$ cat src/design/pjs_pkg.sv
// ----------------------------------------------------------------------------
// pjs_pkg
// Shared types, widths and codes for the priority job scheduler.
// ----------------------------------------------------------------------------
package pjs_pkg;

   localparam int MAX_JOBS = 16;
   localparam int IDX_W    = $clog2(MAX_JOBS);
   localparam int CNT_W    = IDX_W + 1;
   localparam int TIME_W   = 16;
   localparam int BURST_W  = 16;
   localparam int PRIO_W   = 8;
   localparam int CSR_W    = 5;

   localparam logic [TIME_W-1:0] TIME_MAX = {TIME_W{1'b1}};
   localparam logic [CNT_W-1:0]  JOBS_CNT = CNT_W'(MAX_JOBS);

   localparam logic KIND_LOAD = 1'b0;
   localparam logic KIND_TICK = 1'b1;

   typedef enum logic [2:0] {
      ST_IDLE,
      ST_ADMIT,
      ST_PICK,
      ST_SCAN,
      ST_REMOVE,
      ST_EXEC,
      ST_FIN
   } state_type;

   typedef struct packed {
      logic [TIME_W-1:0]  arrival;
      logic [BURST_W-1:0] total;
      logic [BURST_W-1:0] left;
      logic [PRIO_W-1:0]  prio;
      logic               queued;
   } job_cell_type;

   typedef struct packed {
      logic load;
      logic dec;
      logic set_queued;
      logic clr_queued;
   } job_ctl_type;

   typedef struct packed {
      logic               load_error;
      logic               cpu_idle;
      logic [IDX_W-1:0]   running_job;
      logic               job_done;
      logic [TIME_W-1:0]  finish_time;
      logic [TIME_W-1:0]  turnaround;
      logic [TIME_W-1:0]  wait_time;
      logic               all_done;
   } rsp_type;

endpackage

$ cat src/design/pjs_req_if.sv
// ----------------------------------------------------------------------------
// pjs_req_if
// Request channel: load and tick items with valid/ready handshake.
// ----------------------------------------------------------------------------
interface pjs_req_if import pjs_pkg::*; ();
   logic                valid;
   logic                ready;
   logic                kind;
   logic [IDX_W-1:0]    job_index;
   logic [TIME_W-1:0]   arrival_time;
   logic [BURST_W-1:0]  burst_length;
   logic [PRIO_W-1:0]   priority_req;

   modport source (output valid, kind, job_index, arrival_time, burst_length,
                   priority_req, input ready);
   modport sink   (input valid, kind, job_index, arrival_time, burst_length,
                   priority_req, output ready);
endinterface

$ cat src/design/pjs_rsp_if.sv
// ----------------------------------------------------------------------------
// pjs_rsp_if
// Response channel: one result per request with valid/ready handshake.
// ----------------------------------------------------------------------------
interface pjs_rsp_if import pjs_pkg::*; ();
   logic                valid;
   logic                ready;
   logic                load_error;
   logic                cpu_idle;
   logic [IDX_W-1:0]    running_job;
   logic                job_done;
   logic [TIME_W-1:0]   finish_time;
   logic [TIME_W-1:0]   turnaround;
   logic [TIME_W-1:0]   wait_time;
   logic                all_done;

   modport source (output valid, load_error, cpu_idle, running_job, job_done,
                   finish_time, turnaround, wait_time, all_done, input ready);
   modport sink   (input valid, load_error, cpu_idle, running_job, job_done,
                   finish_time, turnaround, wait_time, all_done, output ready);
endinterface

$ cat src/design/pjs_job_cell.sv
// ----------------------------------------------------------------------------
// pjs_job_cell
// One job slot: arrival, burst, remaining service, priority, queued mark.
// ----------------------------------------------------------------------------
module pjs_job_cell import pjs_pkg::*; (
   input  logic               clock,
   input  logic               reset,
   input  job_ctl_type        ctl,
   input  logic [TIME_W-1:0]  wr_arrival,
   input  logic [BURST_W-1:0] wr_burst,
   input  logic [PRIO_W-1:0]  wr_prio,
   output job_cell_type       entry
);
   logic [BURST_W-1:0] left_ff, left_in;
   logic               queued_ff, queued_in;
   logic [TIME_W-1:0]  arrival_ff;
   logic [BURST_W-1:0] total_ff;
   logic [PRIO_W-1:0]  prio_ff;

   always_comb begin
      left_in = left_ff;
      if (ctl.load) begin
         left_in = wr_burst;
      end else if (ctl.dec && left_ff != '0) begin
         left_in = left_ff - BURST_W'(1);
      end
      queued_in = queued_ff;
      if (ctl.set_queued) begin
         queued_in = 1'b1;
      end else if (ctl.clr_queued) begin
         queued_in = 1'b0;
      end
   end

   always_ff @(posedge clock) begin
      if (reset) begin
         left_ff   <= '0;
         queued_ff <= 1'b0;
      end else begin
         left_ff   <= left_in;
         queued_ff <= queued_in;
      end
   end

   // table fields: undefined until first load
   always_ff @(posedge clock) begin
      if (ctl.load) begin
         arrival_ff <= wr_arrival;
         total_ff   <= wr_burst;
         prio_ff    <= wr_prio;
      end
   end

   assign entry = '{arrival: arrival_ff, total: total_ff, left: left_ff,
                    prio: prio_ff, queued: queued_ff};
endmodule

$ cat src/design/pjs_queue_cell.sv
// ----------------------------------------------------------------------------
// pjs_queue_cell
// One ready-queue entry: takes an appended job or its right neighbor.
// ----------------------------------------------------------------------------
module pjs_queue_cell import pjs_pkg::*; (
   input  logic             clock,
   input  logic             append,
   input  logic [IDX_W-1:0] append_job,
   input  logic             shift,
   input  logic [IDX_W-1:0] neighbor_job,
   output logic [IDX_W-1:0] job
);
   logic [IDX_W-1:0] job_ff, job_in;

   always_comb begin
      job_in = job_ff;
      if (append) begin
         job_in = append_job;
      end else if (shift) begin
         job_in = neighbor_job;
      end
   end

   always_ff @(posedge clock) begin
      job_ff <= job_in;
   end

   assign job = job_ff;
endmodule

$ cat src/design/priority_job_scheduler_top.sv
// ----------------------------------------------------------------------------
// priority_job_scheduler_top
// Non-preemptive priority scheduler built from a row of job cells and a
// row of ready-queue cells, sequenced one item at a time.
// ----------------------------------------------------------------------------
//  channel | dir | handshake          | payload
//  req_ch  | in  | valid/ready        | kind, job_index, arrival_time,
//          |     |                    | burst_length, priority_req
//  rsp_ch  | out | valid/ready        | load_error .. all_done
//  csr_*   | in  | csr_we (no stall)  | csr_wdata = job_count
//
//  A load goes from idle straight to finish. A tick first walks the job
//  row for arrivals (job_count caps at 16), then picks: when the CPU is
//  busy or the queue is empty it goes to execute, else it scans the queue
//  for the highest priority, removes that job and executes; then finish.
//  Finish holds while the output register is full.
//  The next item is taken while a result waits in the output register.
//  Synchronous reset clears burst counts, queue, time and control; job
//  table payload stays undefined until loaded. No clearing pass.
// ----------------------------------------------------------------------------
module priority_job_scheduler_top import pjs_pkg::*; (
   input  logic             clock,
   input  logic             reset,
   pjs_req_if.sink          req_ch,
   pjs_rsp_if.source        rsp_ch,
   input  logic             csr_we,
   input  logic [CSR_W-1:0] csr_wdata
);
   state_type state_ff, state_in;

   logic [CSR_W-1:0]  job_cnt_ff;
   logic [CNT_W-1:0]  active_cnt;
   logic [CNT_W-1:0]  idx_ff, idx_in;
   logic [CNT_W-1:0]  k_ff, k_in;
   logic [IDX_W-1:0]  best_ff, best_in;
   logic [PRIO_W-1:0] best_prio_ff, best_prio_in;
   logic [CNT_W-1:0]  qcount_ff, qcount_in;
   logic [TIME_W-1:0] time_ff, time_in;
   logic [IDX_W-1:0]  cur_ff, cur_in;
   logic              busy_ff, busy_in;
   logic              tick_ff, tick_in;
   rsp_type           res_ff, res_in;
   rsp_type           out_ff, out_in;
   logic              out_valid_ff, out_valid_in;

   job_cell_type      cells [MAX_JOBS];
   job_ctl_type       ctl   [MAX_JOBS];
   logic [IDX_W-1:0]  qjob  [MAX_JOBS];

   logic              accept, slot_free, load_ok, join_ok, all_done;
   logic [IDX_W-1:0]  q_addr, q_rd, rd_addr;
   job_cell_type      rd_cell;
   logic [TIME_W-1:0] time_next, tat;
   logic              finishing;

   // control strobes
   logic              do_load, do_join, do_scan_upd, do_remove, do_exec;

   assign active_cnt = (job_cnt_ff > JOBS_CNT) ? JOBS_CNT : CNT_W'(job_cnt_ff);
   assign accept     = req_ch.valid && req_ch.ready;
   assign slot_free  = !out_valid_ff || rsp_ch.ready;

   // single shared read port into each row
   assign q_addr  = (state_ff == ST_REMOVE) ? best_ff : k_ff[IDX_W-1:0];
   assign q_rd    = qjob[q_addr];
   assign rd_addr = (state_ff == ST_ADMIT) ? idx_ff[IDX_W-1:0] :
                    (state_ff == ST_SCAN)  ? q_rd : cur_ff;
   assign rd_cell = cells[rd_addr];

   assign load_ok = (CNT_W'(req_ch.job_index) < active_cnt) &&
                    (req_ch.burst_length != '0);
   assign join_ok = (rd_cell.left != '0) && (rd_cell.arrival == time_ff) &&
                    !(busy_ff && cur_ff == idx_ff[IDX_W-1:0]) && !rd_cell.queued;

   assign time_next = (time_ff == TIME_MAX) ? time_ff : time_ff + TIME_W'(1);
   assign finishing = rd_cell.left <= BURST_W'(1);
   assign tat       = time_next - rd_cell.arrival;

   always_comb begin
      all_done = 1'b1;
      for (int i = 0; i < MAX_JOBS; i++) begin
         if (CNT_W'(i) < active_cnt && cells[i].left != '0) begin
            all_done = 1'b0;
         end
      end
   end

   // next state
   always_comb begin
      state_in = state_ff;
      unique case (state_ff)
         ST_IDLE: begin
            if (accept) begin
               state_in = (req_ch.kind == KIND_TICK) ? ST_ADMIT : ST_FIN;
            end
         end
         ST_ADMIT: begin
            if (idx_ff >= active_cnt) begin
               state_in = ST_PICK;
            end
         end
         ST_PICK: begin
            state_in = (busy_ff || qcount_ff == '0) ? ST_EXEC : ST_SCAN;
         end
         ST_SCAN: begin
            if (k_ff >= qcount_ff) begin
               state_in = ST_REMOVE;
            end
         end
         ST_REMOVE: state_in = ST_EXEC;
         ST_EXEC:   state_in = ST_FIN;
         ST_FIN: begin
            if (slot_free) begin
               state_in = ST_IDLE;
            end
         end
         default:   state_in = ST_IDLE;
      endcase
   end

   // state outputs
   always_comb begin
      req_ch.ready = 1'b0;
      do_load      = 1'b0;
      do_join      = 1'b0;
      do_scan_upd  = 1'b0;
      do_remove    = 1'b0;
      do_exec      = 1'b0;
      unique case (state_ff)
         ST_IDLE: begin
            req_ch.ready = 1'b1;
            do_load      = accept && req_ch.kind == KIND_LOAD && load_ok;
         end
         ST_ADMIT:  do_join     = idx_ff < active_cnt && join_ok;
         ST_SCAN:   do_scan_upd = k_ff < qcount_ff &&
                                  (k_ff == '0 || rd_cell.prio > best_prio_ff);
         ST_REMOVE: do_remove   = 1'b1;
         ST_EXEC:   do_exec     = 1'b1;
         default: ;
      endcase
   end

   // per-cell control
   always_comb begin
      for (int i = 0; i < MAX_JOBS; i++) begin
         ctl[i].load       = do_load && req_ch.job_index == IDX_W'(i);
         ctl[i].dec        = do_exec && busy_ff && cur_ff == IDX_W'(i);
         ctl[i].set_queued = do_join && idx_ff[IDX_W-1:0] == IDX_W'(i);
         ctl[i].clr_queued = do_remove && q_rd == IDX_W'(i);
      end
   end

   for (genvar g = 0; g < MAX_JOBS; g++) begin : g_row
      pjs_job_cell u_job (
         .clock      (clock),
         .reset      (reset),
         .ctl        (ctl[g]),
         .wr_arrival (req_ch.arrival_time),
         .wr_burst   (req_ch.burst_length),
         .wr_prio    (req_ch.priority_req),
         .entry      (cells[g])
      );
      pjs_queue_cell u_q (
         .clock        (clock),
         .append       (do_join && qcount_ff == CNT_W'(g)),
         .append_job   (idx_ff[IDX_W-1:0]),
         .shift        (do_remove && IDX_W'(g) >= best_ff),
         .neighbor_job (qjob[(g < MAX_JOBS - 1) ? g + 1 : g]),
         .job          (qjob[g])
      );
   end

   // datapath next values
   always_comb begin
      idx_in       = idx_ff;
      k_in         = k_ff;
      best_in      = best_ff;
      best_prio_in = best_prio_ff;
      qcount_in    = qcount_ff;
      time_in      = time_ff;
      cur_in       = cur_ff;
      busy_in      = busy_ff;
      tick_in      = tick_ff;
      res_in       = res_ff;
      out_in       = out_ff;
      out_valid_in = out_valid_ff;

      if (out_valid_ff && rsp_ch.ready) begin
         out_valid_in = 1'b0;
      end
      if (accept) begin
         // start a fresh item
         idx_in     = '0;
         k_in       = '0;
         tick_in    = req_ch.kind == KIND_TICK;
         res_in     = '0;
         res_in.load_error = req_ch.kind == KIND_LOAD && !load_ok;
      end
      if (state_ff == ST_ADMIT) begin
         idx_in = idx_ff + CNT_W'(1);
      end
      if (do_join) begin
         qcount_in = qcount_ff + CNT_W'(1);
      end
      if (state_ff == ST_SCAN) begin
         k_in = k_ff + CNT_W'(1);
      end
      if (do_scan_upd) begin
         best_in      = k_ff[IDX_W-1:0];
         best_prio_in = rd_cell.prio;
      end
      if (do_remove) begin
         cur_in    = q_rd;
         busy_in   = 1'b1;
         qcount_in = qcount_ff - CNT_W'(1);
      end
      if (do_exec) begin
         time_in = time_next;
         if (busy_ff) begin
            res_in.running_job = cur_ff;
            if (finishing) begin
               busy_in            = 1'b0;
               res_in.job_done    = 1'b1;
               res_in.finish_time = time_next;
               res_in.turnaround  = tat;
               res_in.wait_time   = (tat >= rd_cell.total) ? tat - rd_cell.total : '0;
            end
         end else begin
            res_in.cpu_idle = 1'b1;
         end
      end
      if (state_ff == ST_FIN && slot_free) begin
         // hand result to output register; all_done sees the updated row
         out_in          = res_ff;
         out_in.all_done = tick_ff && all_done;
         out_valid_in    = 1'b1;
      end
   end

   always_ff @(posedge clock) begin
      if (reset) begin
         state_ff     <= ST_IDLE;
         job_cnt_ff   <= CSR_W'(1);
         qcount_ff    <= '0;
         time_ff      <= '0;
         cur_ff       <= '0;
         busy_ff      <= 1'b0;
         out_valid_ff <= 1'b0;
      end else begin
         state_ff     <= state_in;
         job_cnt_ff   <= csr_we ? csr_wdata : job_cnt_ff;
         qcount_ff    <= qcount_in;
         time_ff      <= time_in;
         cur_ff       <= cur_in;
         busy_ff      <= busy_in;
         out_valid_ff <= out_valid_in;
      end
   end

   always_ff @(posedge clock) begin
      idx_ff       <= idx_in;
      k_ff         <= k_in;
      best_ff      <= best_in;
      best_prio_ff <= best_prio_in;
      tick_ff      <= tick_in;
      res_ff       <= res_in;
      out_ff       <= out_in;
   end

   assign rsp_ch.valid       = out_valid_ff;
   assign rsp_ch.load_error  = out_ff.load_error;
   assign rsp_ch.cpu_idle    = out_ff.cpu_idle;
   assign rsp_ch.running_job = out_ff.running_job;
   assign rsp_ch.job_done    = out_ff.job_done;
   assign rsp_ch.finish_time = out_ff.finish_time;
   assign rsp_ch.turnaround  = out_ff.turnaround;
   assign rsp_ch.wait_time   = out_ff.wait_time;
   assign rsp_ch.all_done    = out_ff.all_done;
endmodule

$ cat src/flat_wrapper.sv
// flat-port wrapper written by rule: the top's interface ports become plain ports
module priority_job_scheduler_top_flat import pjs_pkg::*;
  (clock, reset, csr_we, csr_wdata, req_ch_valid, req_ch_kind, req_ch_job_index, req_ch_arrival_time, req_ch_burst_length, req_ch_priority_req, req_ch_ready, rsp_ch_valid, rsp_ch_load_error, rsp_ch_cpu_idle, rsp_ch_running_job, rsp_ch_job_done, rsp_ch_finish_time, rsp_ch_turnaround, rsp_ch_wait_time, rsp_ch_all_done, rsp_ch_ready);
  pjs_req_if req_ch_i ();
  pjs_rsp_if rsp_ch_i ();
  input  logic clock;
  input  logic reset;
  input  logic csr_we;
  input  logic [CSR_W-1:0] csr_wdata;
  input wire logic [$bits(req_ch_i.valid)-1:0] req_ch_valid;
  input wire logic [$bits(req_ch_i.kind)-1:0] req_ch_kind;
  input wire logic [$bits(req_ch_i.job_index)-1:0] req_ch_job_index;
  input wire logic [$bits(req_ch_i.arrival_time)-1:0] req_ch_arrival_time;
  input wire logic [$bits(req_ch_i.burst_length)-1:0] req_ch_burst_length;
  input wire logic [$bits(req_ch_i.priority_req)-1:0] req_ch_priority_req;
  output wire logic [$bits(req_ch_i.ready)-1:0] req_ch_ready;
  output wire logic [$bits(rsp_ch_i.valid)-1:0] rsp_ch_valid;
  output wire logic [$bits(rsp_ch_i.load_error)-1:0] rsp_ch_load_error;
  output wire logic [$bits(rsp_ch_i.cpu_idle)-1:0] rsp_ch_cpu_idle;
  output wire logic [$bits(rsp_ch_i.running_job)-1:0] rsp_ch_running_job;
  output wire logic [$bits(rsp_ch_i.job_done)-1:0] rsp_ch_job_done;
  output wire logic [$bits(rsp_ch_i.finish_time)-1:0] rsp_ch_finish_time;
  output wire logic [$bits(rsp_ch_i.turnaround)-1:0] rsp_ch_turnaround;
  output wire logic [$bits(rsp_ch_i.wait_time)-1:0] rsp_ch_wait_time;
  output wire logic [$bits(rsp_ch_i.all_done)-1:0] rsp_ch_all_done;
  input wire logic [$bits(rsp_ch_i.ready)-1:0] rsp_ch_ready;
  assign req_ch_i.valid = req_ch_valid;
  assign req_ch_i.kind = req_ch_kind;
  assign req_ch_i.job_index = req_ch_job_index;
  assign req_ch_i.arrival_time = req_ch_arrival_time;
  assign req_ch_i.burst_length = req_ch_burst_length;
  assign req_ch_i.priority_req = req_ch_priority_req;
  assign req_ch_ready = req_ch_i.ready;
  assign rsp_ch_valid = rsp_ch_i.valid;
  assign rsp_ch_load_error = rsp_ch_i.load_error;
  assign rsp_ch_cpu_idle = rsp_ch_i.cpu_idle;
  assign rsp_ch_running_job = rsp_ch_i.running_job;
  assign rsp_ch_job_done = rsp_ch_i.job_done;
  assign rsp_ch_finish_time = rsp_ch_i.finish_time;
  assign rsp_ch_turnaround = rsp_ch_i.turnaround;
  assign rsp_ch_wait_time = rsp_ch_i.wait_time;
  assign rsp_ch_all_done = rsp_ch_i.all_done;
  assign rsp_ch_i.ready = rsp_ch_ready;
  priority_job_scheduler_top u_core (.clock(clock), .reset(reset), .req_ch(req_ch_i), .rsp_ch(rsp_ch_i), .csr_we(csr_we), .csr_wdata(csr_wdata));
endmodule
$ cat config.mk
export PLATFORM = sky130hd
export DESIGN_NAME = priority_job_scheduler_top_flat
export DESIGN_NICKNAME = d
export VERILOG_FILES = /design/src/design/pjs_pkg.sv /design/src/design/pjs_req_if.sv /design/src/design/pjs_rsp_if.sv /design/src/design/pjs_job_cell.sv /design/src/design/pjs_queue_cell.sv /design/src/design/priority_job_scheduler_top.sv /design/src/flat_wrapper.sv
export SDC_FILE = /design/constraint.sdc
export NUM_CORES = 2
export LEC_CHECK = 0
export BUFFER_PORTS_ARGS = -buffer_cell sky130_fd_sc_hd__buf_2
export CORE_MARGIN = 1.5
export CORE_UTILIZATION = 50
export DETAILED_ROUTE_END_ITERATION = 8
export GPL_TIMING_DRIVEN = 0
export PLACE_DENSITY = 0.74
export RECOVER_POWER = 100
export SETUP_SLACK_MARGIN = 0.2
export SYNTH_ARGS = -nofsm -noshare
export SYNTH_HDL_FRONTEND = slang
export SYNTH_SLANG_ARGS = --single-unit
$ cat constraint.sdc
create_clock -name clock -period 7.4 [get_ports clock]
set_clock_uncertainty 0.05 [all_clocks]
set_input_delay 0.37 -clock clock [delete_from_list [all_inputs] [get_ports clock]]
set_output_delay 0.37 -clock clock [all_outputs]
set_load 0.03 [all_outputs]
==> results.md <==
- Status: complete, but fails checks
- Violated checks: capacitance limit, slew limit
- Htree depth: 3
- Power Density: 455 nW/um^2
- Largest net degree at the start of global routing: 38
- Core Region: 107000 sq um
- Max-Slew Margin vs Limit: -0.515
- Final min period: 7.26 ns
- CP delay by family, top: buffers and inverters
- Critical path depth in cells: 16
- Hold depth: 5
- Share of cells above drive strength 1: 0.109
- Grt ovf: 0
- Leading cell type in the layout, fill and taps excluded: edfxtp_1
- DRT Wirelength: 172000 microns
- DIE AREA: 109000 sq um
- Initial antenna violation count: 6
- Multi-input combinational cell area: 21900 sq um
- CP Launch Type: flip-flop
- Io pins: 113
- Synth cell types: 104
- Syn_nets: 5130
- Max-Cap Viols: 8
- Global-route wire length before repair: 251000 microns
- Tot GR Track Use: 0.305
- Sequential cell area: 30800 sq um
- Slowest Stage Delay on Critical Path: 1.07 ns
- Die Ht: 331 microns
- Post-DP HPWL: 116000 microns
- Cells after synthesis: 4994
- Nets: 5476
- Min-Delay Path Class: in2reg
- CP Data Arrival Time: 7.53 ns
- Yosys reg bits: 1145
- PortBufs: 110
- FILL cells: 8621
- Syn avg cell area: 10.8 sq um
- Horiz. Die Dim: 331 microns
- Synth top area cells: edfxtp_1 (44%), dfxtp_1 (13%), nand2_1 (5.3%), nand3_1 (3.4%), a211oi_1 (3.2%)
- Crit. End Element: flip-flop
- Number of buffers created by CTS: 109
- Num rows: 120
- Unrepaired setup endpoints after global routing: no
- Wirelength per Cell: 25.1 microns
- Antenna-violating nets left: 0
- Placed Cells: 6536
- Crit path max fanout: 9
- Final Max Slew Viols: 169
- CP most frequent cell: clkbuf_1
- Final Hold Vio Count: 0
- DRC viols: 0
- Layout Area Growth over Synthesis: 15.8%
- Final RePlAce weighted congestion: 0.970
- CP Cell Sequence: clkbuf_1, clkinv_1, nand2_1, ha_1, o31a_1, o21ai_0, nand2b_1, a21oi_1, o21ai_0, nor3_1, nand3_1, nor3_1, clkbuf_1, clkbuf_1, buf_6, clkbuf_1
- TritonCTS clock tree: built
- CTS clk-pin slew, worst paths: 0.06 ns
- Netlist Area Pre-Place: 53800 sq um
- VDD IR-drop max: 0.000408 V
- Post-route clock period utilization: 0.980
- Via count: 42.9k
- Buffers and inverters on the worst path: 6
- Leakage power: 22.1 nW
- DR pass1 iterations: 8
- Worst Hold Slack: 0.0449 ns
- Root buffer cell: clkbuf_16
- Post-synth EDFFs: 784
- CP max-delay cell: nor3_1
- CTS max path bufs: 3
- Max Fclk: 138 MHz
- Synth top area share: 0.438
- Fin cells: 6840
- Asr flop ratio synth: 0
- Clock tree sinks: 1145
- WS Path Type: reg2reg
- Synth Flop Type: edfxtp_1
- Most frequent cells in the layout: edfxtp_1 (784), nand2_1 (753), nor2_1 (466)
- Initial Util: 0.503
- Measured slew at the worst slew-check pin: 2.27 ns
- Final setup violation count: 0
- Seq/Total Area, Yosys: 0.572
- Dominant cell type by area after synthesis: edfxtp_1
- Clock latency at the later pin of the worst-skew pair: 0.71 ns
- WP data required: 7.67 ns
- Vias in the first global route: 40.5k
- Via-per-instance ratio: 6.27
- Synth warn: 0
- Initial DRC Count: 5647
- Worst Reg-to-Reg Cells: 16
## where the power goes
group	leakage, nW	switching, mW	internal [mW]	total, mW
sequential	9.98	0.145	7.11	7.25
combinational	10.3	9.38	5.91	15.3
clock	1.79	2.55	3.26	5.81
## what timing repair did
item,4_1_cts,5_1_grt
setup endpoints to repair,95,16
hold buffers,27,0
pin swaps,27,35
endpoints found under the hold margin,294,0
cloned,0,0
setup buffers,29,40
resized for setup,331,115
## cells in the mapped netlist, types with 46 or more instances
cell type    n
o21ai_0    132
inv_1       99
edfxtp_1   784
ha_1        79
a211oi_1   231
xnor2_1    173
nand2_1    755
mux2_1      50
a21oi_1    117
xor2_1      90
buf_2       46
nand3_1    360
nor3_1     113
a311oi_1    52
nor4_1      59
clkbuf_1   199
mux2i_1    165
nor2_1     458
dfxtp_1    361
and3_1      65
## per-stage QoR
step / utilization / cell area (sq um) / setup slack [ns] / TNS [ns] / power, mW
2_1_floorplan: - / 53800 / 0.269 / 0 / 15.5
3_5_place_dp: 0.530 / 56600 / -3.41 / -92.96 / 19.6
3_3_place_gp: 0.524 / 56100 / -3.56 / -335.90 / 19.4
4_1_cts: 0.581 / 62100 / 0.200 / 0 / 27.0
5_1_grt: 0.582 / 62200 / 0.0386 / 0 / 29.4
6_report: 0.582 / 62200 / 0.144 / 0 / 28.4
## registers in the layout, summed over array words and instances, names as in the netlist, 16 cells and up
name and flops:
u_core.rsp_ch.finish_time 16, u_core.g_row.u_job.queued_ff 16, u_core.rsp_ch.turnaround 16, u_core.g_row.u_job.arrival_ff 256
u_core.time_ff 16, u_core.rsp_ch.wait_time 16, u_core.res_ff 55, u_core.g_row.u_q.job 64
u_core.g_row.u_job.total_ff 256, u_core.g_row.u_job.prio_ff 128, u_core.g_row.u_job.left_ff 256
## final cells by class
| class | instances | share of cell area |
|---|---|---|
| sequential | 1145 | 0.494 |
| multi-input combinational | 3420 | 0.352 |
| clock buffer | 131 | 0.0477 |
| buffer | 326 | 0.0377 |
| tap | 1403 | 0.0282 |
| timing repair buffer | 236 | 0.0221 |
| clock inverter | 75 | 0.0117 |
| inverter | 102 | 0.00617 |
| antenna | 2 | 0.0000804 |
## final timing paths
path	startpoint	endpoint	slack [ns]
min reg2reg	u_core.res_ff[55]$_DFFE_PP_	u_core.rsp_ch.load_error$_DFFE_PP_	0.37
max	u_core.job_cnt_ff[4]$_SDFFE_PP0P_	u_core.g_row[3].u_job.total_ff[9]$_DFFE_PP_	0.14
max reg2reg	u_core.job_cnt_ff[4]$_SDFFE_PP0P_	u_core.g_row[3].u_job.total_ff[9]$_DFFE_PP_	0.14
min	req_ch_valid	u_core.state_ff[0]$_SDFFE_PP0P_	0.04
## metal layers
metal	vias up	global-route usage	part of all wire	wire length (microns)
met1	20786	0.396	0.38	64500
met5	-	0	0.00019	33
met3	511	0.0708	0.12	19900
li1	18950	-	-	-
met2	2661	0.485	0.45	78000
met4	6	0.144	0.054	9230
## logic make-up after synthesis
group | share of synthesized area
compound gates | 0.102
xor+xnor | 0.0428
fa+ha+maj | 0.0193
buf+inv | 0.0349
flops | 0.572
mux | 0.0570
simple gates | 0.172
## worst min-delay path, delay by kind of cell
family                 cells  cell delay [ns]
buffers and inverters      1             0.12
AOI/OAI and AO/OA          1             0.06
and+or+nand+nor            3             0.19
(Power assumes the default switching activity.)
